==> src/sv/gpid_pkg.sv <==
package gpid_pkg;

  localparam int DATA_W = 32;
  localparam int MODE_W = 2 * DATA_W;
  localparam int PIN_COUNT_DEFAULT = 32;

  typedef enum logic [1:0] {
    CMD_WRITE = 2'd0,
    CMD_READ  = 2'd1,
    CMD_TICK  = 2'd2
  } cmd_t;

  typedef enum logic [2:0] {
    REG_DATA    = 3'd0,
    REG_DIR     = 3'd1,
    REG_PAD     = 3'd2,
    REG_ICFG_LO = 3'd3,
    REG_ICFG_HI = 3'd4,
    REG_MASK    = 3'd5,
    REG_STATUS  = 3'd6,
    REG_EDGESEL = 3'd7
  } reg_t;

  typedef enum logic [1:0] {
    MODE_LOW     = 2'd0,
    MODE_HIGH    = 2'd1,
    MODE_RISING  = 2'd2,
    MODE_FALLING = 2'd3
  } mode_t;

  typedef struct packed {
    logic [DATA_W-1:0] read_data;
    logic [DATA_W-1:0] pad_out;
    logic [DATA_W-1:0] pad_drive_enable;
    logic              irq;
  } result_t;

endpackage

==> src/sv/gpio_port_with_interrupt_detect.sv <==
// An accepted transaction's result is registered and appears on the output register in the next cycle.
// Throughput: one transaction per cycle; all pins are evaluated at once by one lane per pin.
// in_ready is low only while a result waits and out_ready is low.
// Reset (rst, synchronous): control and status registers, the previous pad sample and the
// output valid clear to zero, not the held result; every pin is an input in low-level mode.
module gpio_port_with_interrupt_detect #(
  parameter int PIN_COUNT = gpid_pkg::PIN_COUNT_DEFAULT
) (
  input  logic                        clk,
  input  logic                        rst,
  input  logic                        in_valid,
  output logic                        in_ready,
  input  logic [1:0]                  cmd,
  input  logic [2:0]                  reg_sel,
  input  logic [gpid_pkg::DATA_W-1:0] write_data,
  input  logic [gpid_pkg::DATA_W-1:0] pad_sample,
  output logic                        out_valid,
  input  logic                        out_ready,
  output logic [gpid_pkg::DATA_W-1:0] read_data,
  output logic [gpid_pkg::DATA_W-1:0] pad_out,
  output logic [gpid_pkg::DATA_W-1:0] pad_drive_enable,
  output logic                        irq
);

  localparam logic [gpid_pkg::DATA_W-1:0] PinMask =
    {gpid_pkg::DATA_W{1'b1}} >> (gpid_pkg::DATA_W - PIN_COUNT);
  localparam logic [gpid_pkg::MODE_W-1:0] ModeMask =
    {gpid_pkg::MODE_W{1'b1}} >> (gpid_pkg::MODE_W - 2 * PIN_COUNT);

  logic [gpid_pkg::DATA_W-1:0] out_latch,   out_latch_next;
  logic [gpid_pkg::DATA_W-1:0] pin_dir,     pin_dir_next;
  logic [gpid_pkg::MODE_W-1:0] mode_bits,   mode_bits_next;
  logic [gpid_pkg::DATA_W-1:0] int_mask,    int_mask_next;
  logic [gpid_pkg::DATA_W-1:0] pending,     pending_next;
  logic [gpid_pkg::DATA_W-1:0] both_mask,   both_mask_next;
  logic [gpid_pkg::DATA_W-1:0] last_pad,    last_pad_next;
  logic [gpid_pkg::DATA_W-1:0] rd_next;
  logic [gpid_pkg::DATA_W-1:0] pad_now;
  logic [gpid_pkg::DATA_W-1:0] wd_masked;
  logic [gpid_pkg::DATA_W-1:0] hits;
  logic                        fire;
  gpid_pkg::result_t           result;
  gpid_pkg::result_t           held;

  assign pad_now   = pad_sample & PinMask;
  assign wd_masked = write_data & PinMask;
  assign fire      = in_valid & in_ready;

  for (genvar p = 0; p < gpid_pkg::DATA_W; p++) begin : g_lane
    if (p < PIN_COUNT) begin : g_pin
      gpid_lane u_lane (
        .cur  (pad_now[p]),
        .prev (last_pad[p]),
        .both (both_mask[p]),
        .mode (gpid_pkg::mode_t'(mode_bits[2*p +: 2])),
        .hit  (hits[p])
      );
    end else begin : g_none
      assign hits[p] = 1'b0;
    end
  end

  always_comb begin
    out_latch_next = out_latch;
    pin_dir_next   = pin_dir;
    mode_bits_next = mode_bits;
    int_mask_next  = int_mask;
    pending_next   = pending;
    both_mask_next = both_mask;
    last_pad_next  = last_pad;
    rd_next        = '0;
    case (gpid_pkg::cmd_t'(cmd))
      gpid_pkg::CMD_WRITE: begin
        case (gpid_pkg::reg_t'(reg_sel))
          gpid_pkg::REG_DATA:    out_latch_next = wd_masked;
          gpid_pkg::REG_DIR:     pin_dir_next   = wd_masked;
          gpid_pkg::REG_PAD:     ;
          gpid_pkg::REG_ICFG_LO: begin
            mode_bits_next = {mode_bits[gpid_pkg::MODE_W-1:gpid_pkg::DATA_W], write_data}
                             & ModeMask;
          end
          gpid_pkg::REG_ICFG_HI: begin
            mode_bits_next = {write_data, mode_bits[gpid_pkg::DATA_W-1:0]} & ModeMask;
          end
          gpid_pkg::REG_MASK:    int_mask_next  = wd_masked;
          gpid_pkg::REG_STATUS:  pending_next   = pending & ~wd_masked;
          gpid_pkg::REG_EDGESEL: both_mask_next = wd_masked;
          default:               ;
        endcase
      end
      gpid_pkg::CMD_READ: begin
        case (gpid_pkg::reg_t'(reg_sel))
          gpid_pkg::REG_DATA:    rd_next = (out_latch & pin_dir) | (last_pad & ~pin_dir);
          gpid_pkg::REG_DIR:     rd_next = pin_dir;
          gpid_pkg::REG_PAD:     rd_next = last_pad;
          gpid_pkg::REG_ICFG_LO: rd_next = mode_bits[gpid_pkg::DATA_W-1:0];
          gpid_pkg::REG_ICFG_HI: rd_next = mode_bits[gpid_pkg::MODE_W-1:gpid_pkg::DATA_W];
          gpid_pkg::REG_MASK:    rd_next = int_mask;
          gpid_pkg::REG_STATUS:  rd_next = pending;
          gpid_pkg::REG_EDGESEL: rd_next = both_mask;
          default:               rd_next = '0;
        endcase
      end
      gpid_pkg::CMD_TICK: begin
        pending_next  = pending | hits;
        last_pad_next = pad_now;
      end
      default: ;
    endcase
  end

  always_ff @(posedge clk) begin
    if (rst) begin
      out_latch <= '0;
      pin_dir   <= '0;
      mode_bits <= '0;
      int_mask  <= '0;
      pending   <= '0;
      both_mask <= '0;
      last_pad  <= '0;
    end else if (fire) begin
      out_latch <= out_latch_next;
      pin_dir   <= pin_dir_next;
      mode_bits <= mode_bits_next;
      int_mask  <= int_mask_next;
      pending   <= pending_next;
      both_mask <= both_mask_next;
      last_pad  <= last_pad_next;
    end
  end

  assign result.read_data        = rd_next;
  assign result.pad_out          = out_latch_next;
  assign result.pad_drive_enable = pin_dir_next;
  assign result.irq              = |(pending_next & int_mask_next);

  gpid_out_stage u_out (
    .clk    (clk),
    .rst    (rst),
    .load   (in_valid),
    .result (result),
    .take   (in_ready),
    .valid  (out_valid),
    .ready  (out_ready),
    .held   (held)
  );

  assign read_data        = held.read_data;
  assign pad_out          = held.pad_out;
  assign pad_drive_enable = held.pad_drive_enable;
  assign irq              = held.irq;

endmodule

==> src/sv/gpid_lane.sv <==
module gpid_lane (
  input  logic            cur,
  input  logic            prev,
  input  logic            both,
  input  gpid_pkg::mode_t mode,
  output logic            hit
);

  always_comb begin
    if (both) begin
      hit = cur ^ prev;
    end else begin
      case (mode)
        gpid_pkg::MODE_LOW:     hit = ~cur;
        gpid_pkg::MODE_HIGH:    hit = cur;
        gpid_pkg::MODE_RISING:  hit = ~prev & cur;
        gpid_pkg::MODE_FALLING: hit = prev & ~cur;
        default:                hit = 1'b0;
      endcase
    end
  end

endmodule

==> src/sv/gpid_out_stage.sv <==
module gpid_out_stage (
  input  logic              clk,
  input  logic              rst,
  input  logic              load,
  input  gpid_pkg::result_t result,
  output logic              take,
  output logic              valid,
  input  logic              ready,
  output gpid_pkg::result_t held
);

  logic valid_next;

  assign take       = ~valid | ready;
  assign valid_next = (load & take) | (valid & ~ready);

  always_ff @(posedge clk) begin
    if (rst) begin
      valid <= 1'b0;
    end else begin
      valid <= valid_next;
    end
  end

  always_ff @(posedge clk) begin
    if (load && take) begin
      held <= result;
    end
  end

endmodule

==> config.mk <==
export PLATFORM = sky130hd
export DESIGN_NAME = gpio_port_with_interrupt_detect
export DESIGN_NICKNAME = d
export VERILOG_FILES = /design/src/sv/gpid_pkg.sv /design/src/sv/gpio_port_with_interrupt_detect.sv /design/src/sv/gpid_lane.sv /design/src/sv/gpid_out_stage.sv
export SDC_FILE = /design/constraint.sdc
export NUM_CORES = 1
export LEC_CHECK = 0
export BUFFER_PORTS_ARGS = -buffer_cell sky130_fd_sc_hd__buf_4
export CAP_MARGIN = 20
export CELL_PAD_IN_SITES_DETAIL_PLACEMENT = 0
export CELL_PAD_IN_SITES_GLOBAL_PLACEMENT = 1
export CORE_AREA = 2 2 199 201
export CTS_CLUSTER_DIAMETER = 80
export DETAILED_ROUTE_END_ITERATION = 16
export DIE_AREA = 0 0 201 203
export GPL_ROUTABILITY_DRIVEN = 0
export PLACE_DENSITY = 0.84
export SKIP_LAST_GASP = 1
export SLEW_MARGIN = 20
export SYNTH_ARGS = -nofsm -noshare
export SYNTH_HDL_FRONTEND = slang
export SYNTH_SLANG_ARGS = --single-unit
==> constraint.sdc <==
create_clock -name clk -period 10.93 [get_ports clk]
set_clock_uncertainty 0.1 [all_clocks]
set_input_delay 1.093 -clock clk [delete_from_list [all_inputs] [get_ports clk]]
set_output_delay 1.093 -clock clk [all_outputs]
set_load 0.05 [all_outputs]
==> impl_metrics.ini, run 1 <==
[synthesis]
ys_seq_area_share_pct = 44.1
synthTopCellsByArea = dfxtp_1, edfxtp_1, nand2_1
synth-main-ff-cell = dfxtp_1
yosysTopAreaCellShare_pct = 28.1
synth_edf_count = 97
synth_top_cell_by_area = dfxtp_1
synth_seq_cells = 354
syn-cell-area_um2 = 18300
syn_avg_cell_area_um2 = 8.66
synth_cells = 2112
async_flop_share_pct = 0
ys_types = 43
syn-num-nets = 2249
ys_warn_count = 0

[die]
core_area_um2 = 38500
dieArea_um2 = 40800
fp.dieW_um = 201
io_pins = 172
die_h_um = 203
fp-row-count = 72
start_util_pct = 47.5

[clock_tree]
ctsHtreeMaxLevel = 2
clock_sinks = 354
cts_resized = 0
insertion_delay_ns = 0.55
cts_buffers = 40
cts_hold_buf = 0
root_buffer = clkbuf_16
tritoncts = done
path_clk_slew_ns = 0.06
clockBufferDepth = 3
post_cts.repair.setup_buffers = 0

[hold_path]
hold-path-endpoint = out_latch[8]$_SDFFE_PP0P_
worstHoldStart = out_latch[8]$_SDFFE_PP0P_
holdPathStages = 2
min-delay-path-class = reg -> reg

[route]
drtPass1Iterations = 5
wl_per_cell_um = 24.2
drc = 0
via_count = 16500
drtIter0Drc = 1789
vias_per_cell = 6.00
antenna_left = 0
drt-total-wl_um = 66500

[pwr]
vdd_drop_max_mv = 0.128
p_leak_nw = 7.76
p_per_area_nw_per_um2 = 151
finalPower_mw = 3.20

[timing]
setup_viol = 0
fmax_mhz = 234
min_period_ns = 4.28
tns_ns = 0
hold_violations = 0
rsz0062_at_grt = no
worstMarginPinSlew_ns = 1.09
finalCritPeriodShare_pct = 39.2
relSlewSlack_pct = 26.9
slew_viol_final = 0

[worst_setup_path]
crit_fanout = 34
reg2reg_from = u_out.valid$_SDFF_PP0_
criticalPathCategory = in -> reg
r2r-end = both_mask[15]$_SDFFE_PP0P_
rr_worst_depth = 8
crit_arrival_ns = 4.46
r2r_slack_ns = 7.55
cp-start-kind = primary input
cp-end-kind = flip-flop
required_ns = 11.11

[run]
drv_cap = 0

[grt]
grt_pass1_vias = 15400
grt_max_degree = 95
grt.total_usage_pct = 31.9
antenna_found_initial = 1
grt_pass1_wl_um = 98700
overflow = 0

[placement]
dp_hpwl_um = 45500
place_area_um2 = 19900
port_buffers = 171

[final_layout]
drive_gt1_share_pct = 17.7
n_fill_cell = 3498
fin_nets = 2339
stdcell_area_um2 = 21200
final_core_util_pct = 55.1
syn2layout_area_growth_pct = 15.9
diodes = 0

[status]
outcome = complete, no violations
==> power by group <==
part           internal [mW]  switching (mW)  total, mW
clock network          0.795           0.567       1.36
registers               1.39          0.0372       1.43
logic                  0.120           0.282      0.402
==> synthesized netlist by cell type (43+ instances only) <==
| master | number |
|---|---|
| a221oi_1 | 43 |
| nor2_1 | 121 |
| edfxtp_1 | 97 |
| mux2_2 | 101 |
| dfxtp_1 | 257 |
| a21oi_1 | 253 |
| nand2_1 | 509 |
| inv_1 | 108 |
| mux2i_1 | 80 |
| clkbuf_1 | 121 |
| ha_1 | 64 |
| o21ai_0 | 74 |
==> cells in the final DEF (no fill, tap or decap), drive strengths merged, types with 10 or more instances in the layout <==
| master | instances |
|---|---|
| nor3b | 31 |
| mux2 | 101 |
| clkinv | 14 |
| nand2 | 509 |
| nor3 | 27 |
| a22o | 10 |
| ha | 64 |
| edfxtp | 97 |
| o2bb2ai | 32 |
| a211oi | 28 |
| dfxtp | 257 |
| a221oi | 43 |
| a22oi | 22 |
| o21ai | 77 |
| nor2 | 122 |
| mux4 | 20 |
| a21oi | 253 |
| inv | 111 |
| clkbuf | 58 |
| buf | 192 |
| mux2i | 80 |
| nand3 | 36 |
==> registers in the layout, summed over array words and instances, names as in the netlist <==
signal	count
pending	32
u_out.valid	1
pin_dir	32
int_mask	32
mode_bits	64
both_mask	32
u_out.held	97
last_pad	32
out_latch	32
==> cell type report <==
type	instances	area [µm²]	area share, %
clock buffer	57	1210	5.70
clock inverter	17	116	0.549
inverter	109	417	1.97
multi-input combinational	1504	9300	43.8
sequential	354	8060	38.0
tap	518	648	3.06
timing repair buffer	193	1460	6.86
==> worst max-delay path by stage <==
| stage | start | to | cells after the start |
|---|---|---|---|
| after floorplan | out_ready | u_out.held[0]$_DFFE_PP_ | 5 |
| after global placement | reg_sel[0] | u_out.held[0]$_DFFE_PP_ | 8 |
| after detailed placement | reg_sel[0] | u_out.held[0]$_DFFE_PP_ | 8 |
| after CTS | reg_sel[0] | u_out.held[0]$_DFFE_PP_ | 8 |
| after global routing | reg_sel[0] | u_out.held[0]$_DFFE_PP_ | 8 |
| final | reg_sel[0] | u_out.held[0]$_DFFE_PP_ | 8 |
==> per-layer routing <==
metal  vias up  GRT usage, %  part of all wire [%]
li1       7538             -                     -
met1      8070          42.1                    41
met4         0          15.5                   5.1
met2       736          51.6                    46
met5         -             0                     0
met3       161          4.57                   7.2
==> kinds of logic (layout without fill, tap and decap cells) <==
kind of cell	count (synthesis)	count (layout)	synth area share, %
mux	201	201	13.1
flops	354	354	44.1
compound gates	489	489	16.2
fa+ha+maj	64	64	4.38
buf+inv	254	376	5.36
simple gates	750	750	16.9
==> worst max-delay path: stages <==
cell and delay [ns]:
buf_4 0.40, inv_4 0.32, nor2_8 0.25, nand3_2 0.74, mux2_2 0.57, a22oi_1 0.36
nand4_1 0.13, or4_1 0.52
==> through the flow <==
step	cells	setup WS (ns)	hold slack (ns)
2_1_floorplan	2112	5.30	0.341
3_3_place_gp	2678	6.30	0.355
3_5_place_dp	2678	6.21	0.363
4_1_cts	2752	6.77	0.373
5_1_grt	2752	6.56	0.397
6_report	2752	6.65	0.371
No activity file was read; power rests on OpenSTA's default activity.
==> run 2, diff against run 1 <==
--- a/config.mk
+++ b/config.mk
@@ -5,16 +5,17 @@
 export SDC_FILE = /design/constraint.sdc
 export NUM_CORES = 1
 export LEC_CHECK = 0
+export ABC_AREA = 1
 export BUFFER_PORTS_ARGS = -buffer_cell sky130_fd_sc_hd__buf_4
 export CAP_MARGIN = 20
 export CELL_PAD_IN_SITES_DETAIL_PLACEMENT = 0
 export CELL_PAD_IN_SITES_GLOBAL_PLACEMENT = 1
-export CORE_AREA = 2 2 199 201
+export CORE_AREA = 2 2 217 219
 export CTS_CLUSTER_DIAMETER = 80
 export DETAILED_ROUTE_END_ITERATION = 16
-export DIE_AREA = 0 0 201 203
+export DIE_AREA = 0 0 219 221
 export GPL_ROUTABILITY_DRIVEN = 0
-export PLACE_DENSITY = 0.84
+export PLACE_DENSITY = 0.77
 export SKIP_LAST_GASP = 1
 export SLEW_MARGIN = 20
 export SYNTH_ARGS = -nofsm -noshare
==> constraint.sdc (replaced) <==
create_clock -name clk -period 3.5 [get_ports clk]
set_clock_uncertainty 0.1 [all_clocks]
set_input_delay 0.35 -clock clk [delete_from_list [all_inputs] [get_ports clk]]
set_output_delay 0.35 -clock clk [all_outputs]
set_load 0.05 [all_outputs]
==> run 2 against run 1 <==
Compared with the run above:
- wire length decreased by 2.9%
- largest power group unchanged
- clock-buffer cell count decreased by 5
- final area increased by 2.2%
- highest routed layer unchanged
- via count increased by 6.3%
- global-route usage decreased by 5.6 points
- worst setup slack got worse by 5.4 ns
- core utilization decreased by 8.1 points
- register-to-register slack got worse by 6.2 ns
- die area increased by 19%
- cell count increased by 18%
- area after synthesis decreased by 0.68%
- hold slack got worse by 0.36 ns
==> impl_metrics.ini, run 2 <==
[run]
drv_cap = 0

[clock_tree]
path_clk_slew_ns = 0.06
cts_buffers = 41
clockBufferDepth = 3
tritoncts = done
clock_sinks = 354
root_buffer = clkbuf_16
cts_resized = 0
insertion_delay_ns = 0.57
ctsHtreeMaxLevel = 2

[worst_setup_path]
r2r_slack_ns = 1.32
cp-start-kind = primary input
crit_family = simple AND/OR/NAND/NOR gates
crit_fanout = 64
crit_top_cell = nand2_1
path_cells = buf_4, inv_2, nor2_4, nand2_2, inv_2, nand2_4, nand2_1, o21ai_1, nand2_1, nand2_1, nor2_1, nand2_1, nor2_1, nand2_1
crit_arrival_ns = 2.44
r2r-end = mode_bits[7]$_SDFFE_PP0P_
slowest_stage = nand2_4
critPathBufInv = 3
reg2reg_from = u_out.valid$_SDFF_PP0_
cpPeakStageDelay_ns = 0.49
rr_worst_depth = 9
cp-end-kind = flip-flop
required_ns = 3.72
criticalPathCategory = in -> reg

[pwr]
vdd_drop_max_mv = 0.373
pwr-share-comb_pct = 15.2
p_int_mw = 7.53
power_frac_clock_pct = 41.5
power_switching_mw = 3.05
seqPwrFrac_pct = 43.3
p_per_area_nw_per_um2 = 488
p_leak_nw = 9.80
finalPower_mw = 10.6
power_switching_share_pct = 28.8

[placement]
dp_hpwl_um = 44100
port_buffers = 171

[final_layout]
largest_register_ffs = 97
final_cell_mix = nand2_1, inv_1, o21ai_0
n_fill_cell = 4649
final_common_cell = nand2_1
reg_top3 = u_out.held x97, mode_bits x64
final_core_util_pct = 47.0
fin_nets = 2757
top_register = u_out.held
syn2layout_area_growth_pct = 19.3
drive_gt1_share_pct = 11.0

[die]
io_pins = 172
die_h_um = 221
start_util_pct = 39.4
core_area_um2 = 46100
fp-row-count = 79
dieArea_um2 = 48400
fp.dieW_um = 219

[synthesis]
synth_commonest_cells = nand2_1, inv_1, o21ai_0, a21oi_1, dfxtp_1
ys_warn_count = 0
synth-main-ff-cell = dfxtp_1
async_flop_share_pct = 0
synthTopCellsByArea = dfxtp_1, edfxtp_1, nand2_1
yosysTopAreaCellShare_pct = 28.3
synth_cells = 2483
ys_seq_area_share_pct = 44.4
syn-num-nets = 2620
synth_edf_count = 97
syn-cell-area_um2 = 18200
synth_seq_cells = 354
syn_avg_cell_area_um2 = 7.31
yosysMostFrequentCell = nand2_1
synth_top_cell_by_area = dfxtp_1
ys_types = 30

[grt]
use_met1_pct = 36.3
grt-busiest-layer = met2
antenna_found_initial = 2
grt_pass1_wl_um = 97600
grt_pass1_vias = 16500
overflow = 0
grt_max_degree = 161
use_met3_pct = 3.22
grt_use_met2_pct = 41.6
grt.total_usage_pct = 26.3

[timing]
slew_viol_final = 0
finalCritPeriodShare_pct = 63.6
setup_viol = 0
relSlewSlack_pct = 35.5
fmax_mhz = 449
worstMarginPinSlew_ns = 0.967
hold_violations = 0
min_period_ns = 2.23
rsz0062_at_grt = no
tns_ns = 0

[route]
antenna_left = 0
wl_per_cell_um = 19.8
vias_per_cell = 5.38
drtIter0Drc = 1599
drc = 0
drtPass1Iterations = 5
drt-total-wl_um = 64500
via_count = 17600

[hold_path]
holdPathStages = 3
min-delay-path-class = in -> reg
worstHoldStart = pad_sample[23]
hold-path-endpoint = last_pad[23]$_SDFFE_PP0P_

[status]
outcome = complete, no violations
[run 2: cell types whose count changed after synthesis, moves of 22 or more]
| cell | previous run | this run |
|---|---|---|
| inv_1 | 108 | 419 |
| o22ai_1 | 5 | 67 |
| a21oi_1 | 253 | 278 |
| nand3_1 | 35 | 68 |
| o21ai_1 | 3 | 58 |
| a22oi_1 | 22 | 0 |
| a221oi_1 | 43 | 16 |
| nand2_1 | 509 | 472 |
| nor3_1 | 27 | 5 |
| mux2_2 | 101 | 0 |
| o21ai_0 | 74 | 314 |
| nor3b_1 | 31 | 0 |
| o2bb2ai_1 | 32 | 0 |
| mux2i_1 | 80 | 0 |
[run 2: layout make-up]
class                      instances  area (µm²)  area share [%]
tap                              607         759            3.51
inverter                         427        1610            7.42
timing repair buffer             231        1890            8.71
sequential                       354        8060            37.2
clock inverter                    24         216           0.999
clock buffer                      52        1140            5.26
antenna                            1        2.50          0.0116
multi-input combinational       1565        7990            36.9
[run 2: logic make-up after synthesis]
family,after synthesis,share of synthesized area [%]
compound gates,806,24.0
simple gates,695,15.4
buf+inv,564,11.8
flops,354,44.4
fa+ha+maj,64,4.41
[run 2: repair_timing]
| action | in CTS | in global routing |
|---|---|---|
| hold buffers | 23 | 0 |
| hold endpoints to repair | 23 | 0 |
| buffers inserted | 0 | 0 |
[run 2: power by group through the flow]
stage	Combinational, mW	Clock, mW	Sequential (mW)
floorplan	0.732	0	4.92
global placement	1.55	0	4.66
detailed placement	1.57	0	4.67
CTS	1.60	4.46	4.58
global route	1.76	4.63	4.60
finish	1.61	4.39	4.58
[run 2: per-stage QoR]
stage	std cells	hold slack, ns	worst slack [ns]	cell area, µm²
after global placement	3160	0.388	0.754	20000
after CTS	3260	0.00194	1.30	21700
after detailed placement	3161	0.393	0.713	20100
final	3261	0.0118	1.27	21700
after global routing	3261	0.00932	1.06	21700
after floorplan	2483	0.365	0.140	18200
[run 2: routing by layer]
metal | part of all wire, % | wire (µm)
met1 | 45 | 29000
met2 | 45 | 29100
met3 | 6.0 | 3860
met4 | 4.0 | 2560
met5 | 0 | 0
[run 2: worst max-delay path by stage]
| stage | to | startpoint | cells after the start |
|---|---|---|---|
| finish | u_out.held[0]$_DFFE_PP_ | reg_sel[0] | 14 |
| floorplan | out_latch[5]$_SDFFE_PP0P_ | u_out.valid$_SDFF_PP0_ | 7 |
| global placement | u_out.held[0]$_DFFE_PP_ | reg_sel[0] | 12 |
| CTS | u_out.held[0]$_DFFE_PP_ | reg_sel[0] | 12 |
| detailed placement | u_out.held[0]$_DFFE_PP_ | reg_sel[0] | 12 |
| global route | u_out.held[0]$_DFFE_PP_ | reg_sel[0] | 12 |
[run 2: worst register-to-register path: stages, from the launching register on]
cell	delay, ns
dfxtp_1	0.33
nand2_1	0.12
nand2_4	0.18
nor2_1	0.08
inv_2	0.11
nor2_1	0.06
inv_2	0.57
buf_16	0.26
a21oi_1	0.09
a211oi_1	0.19
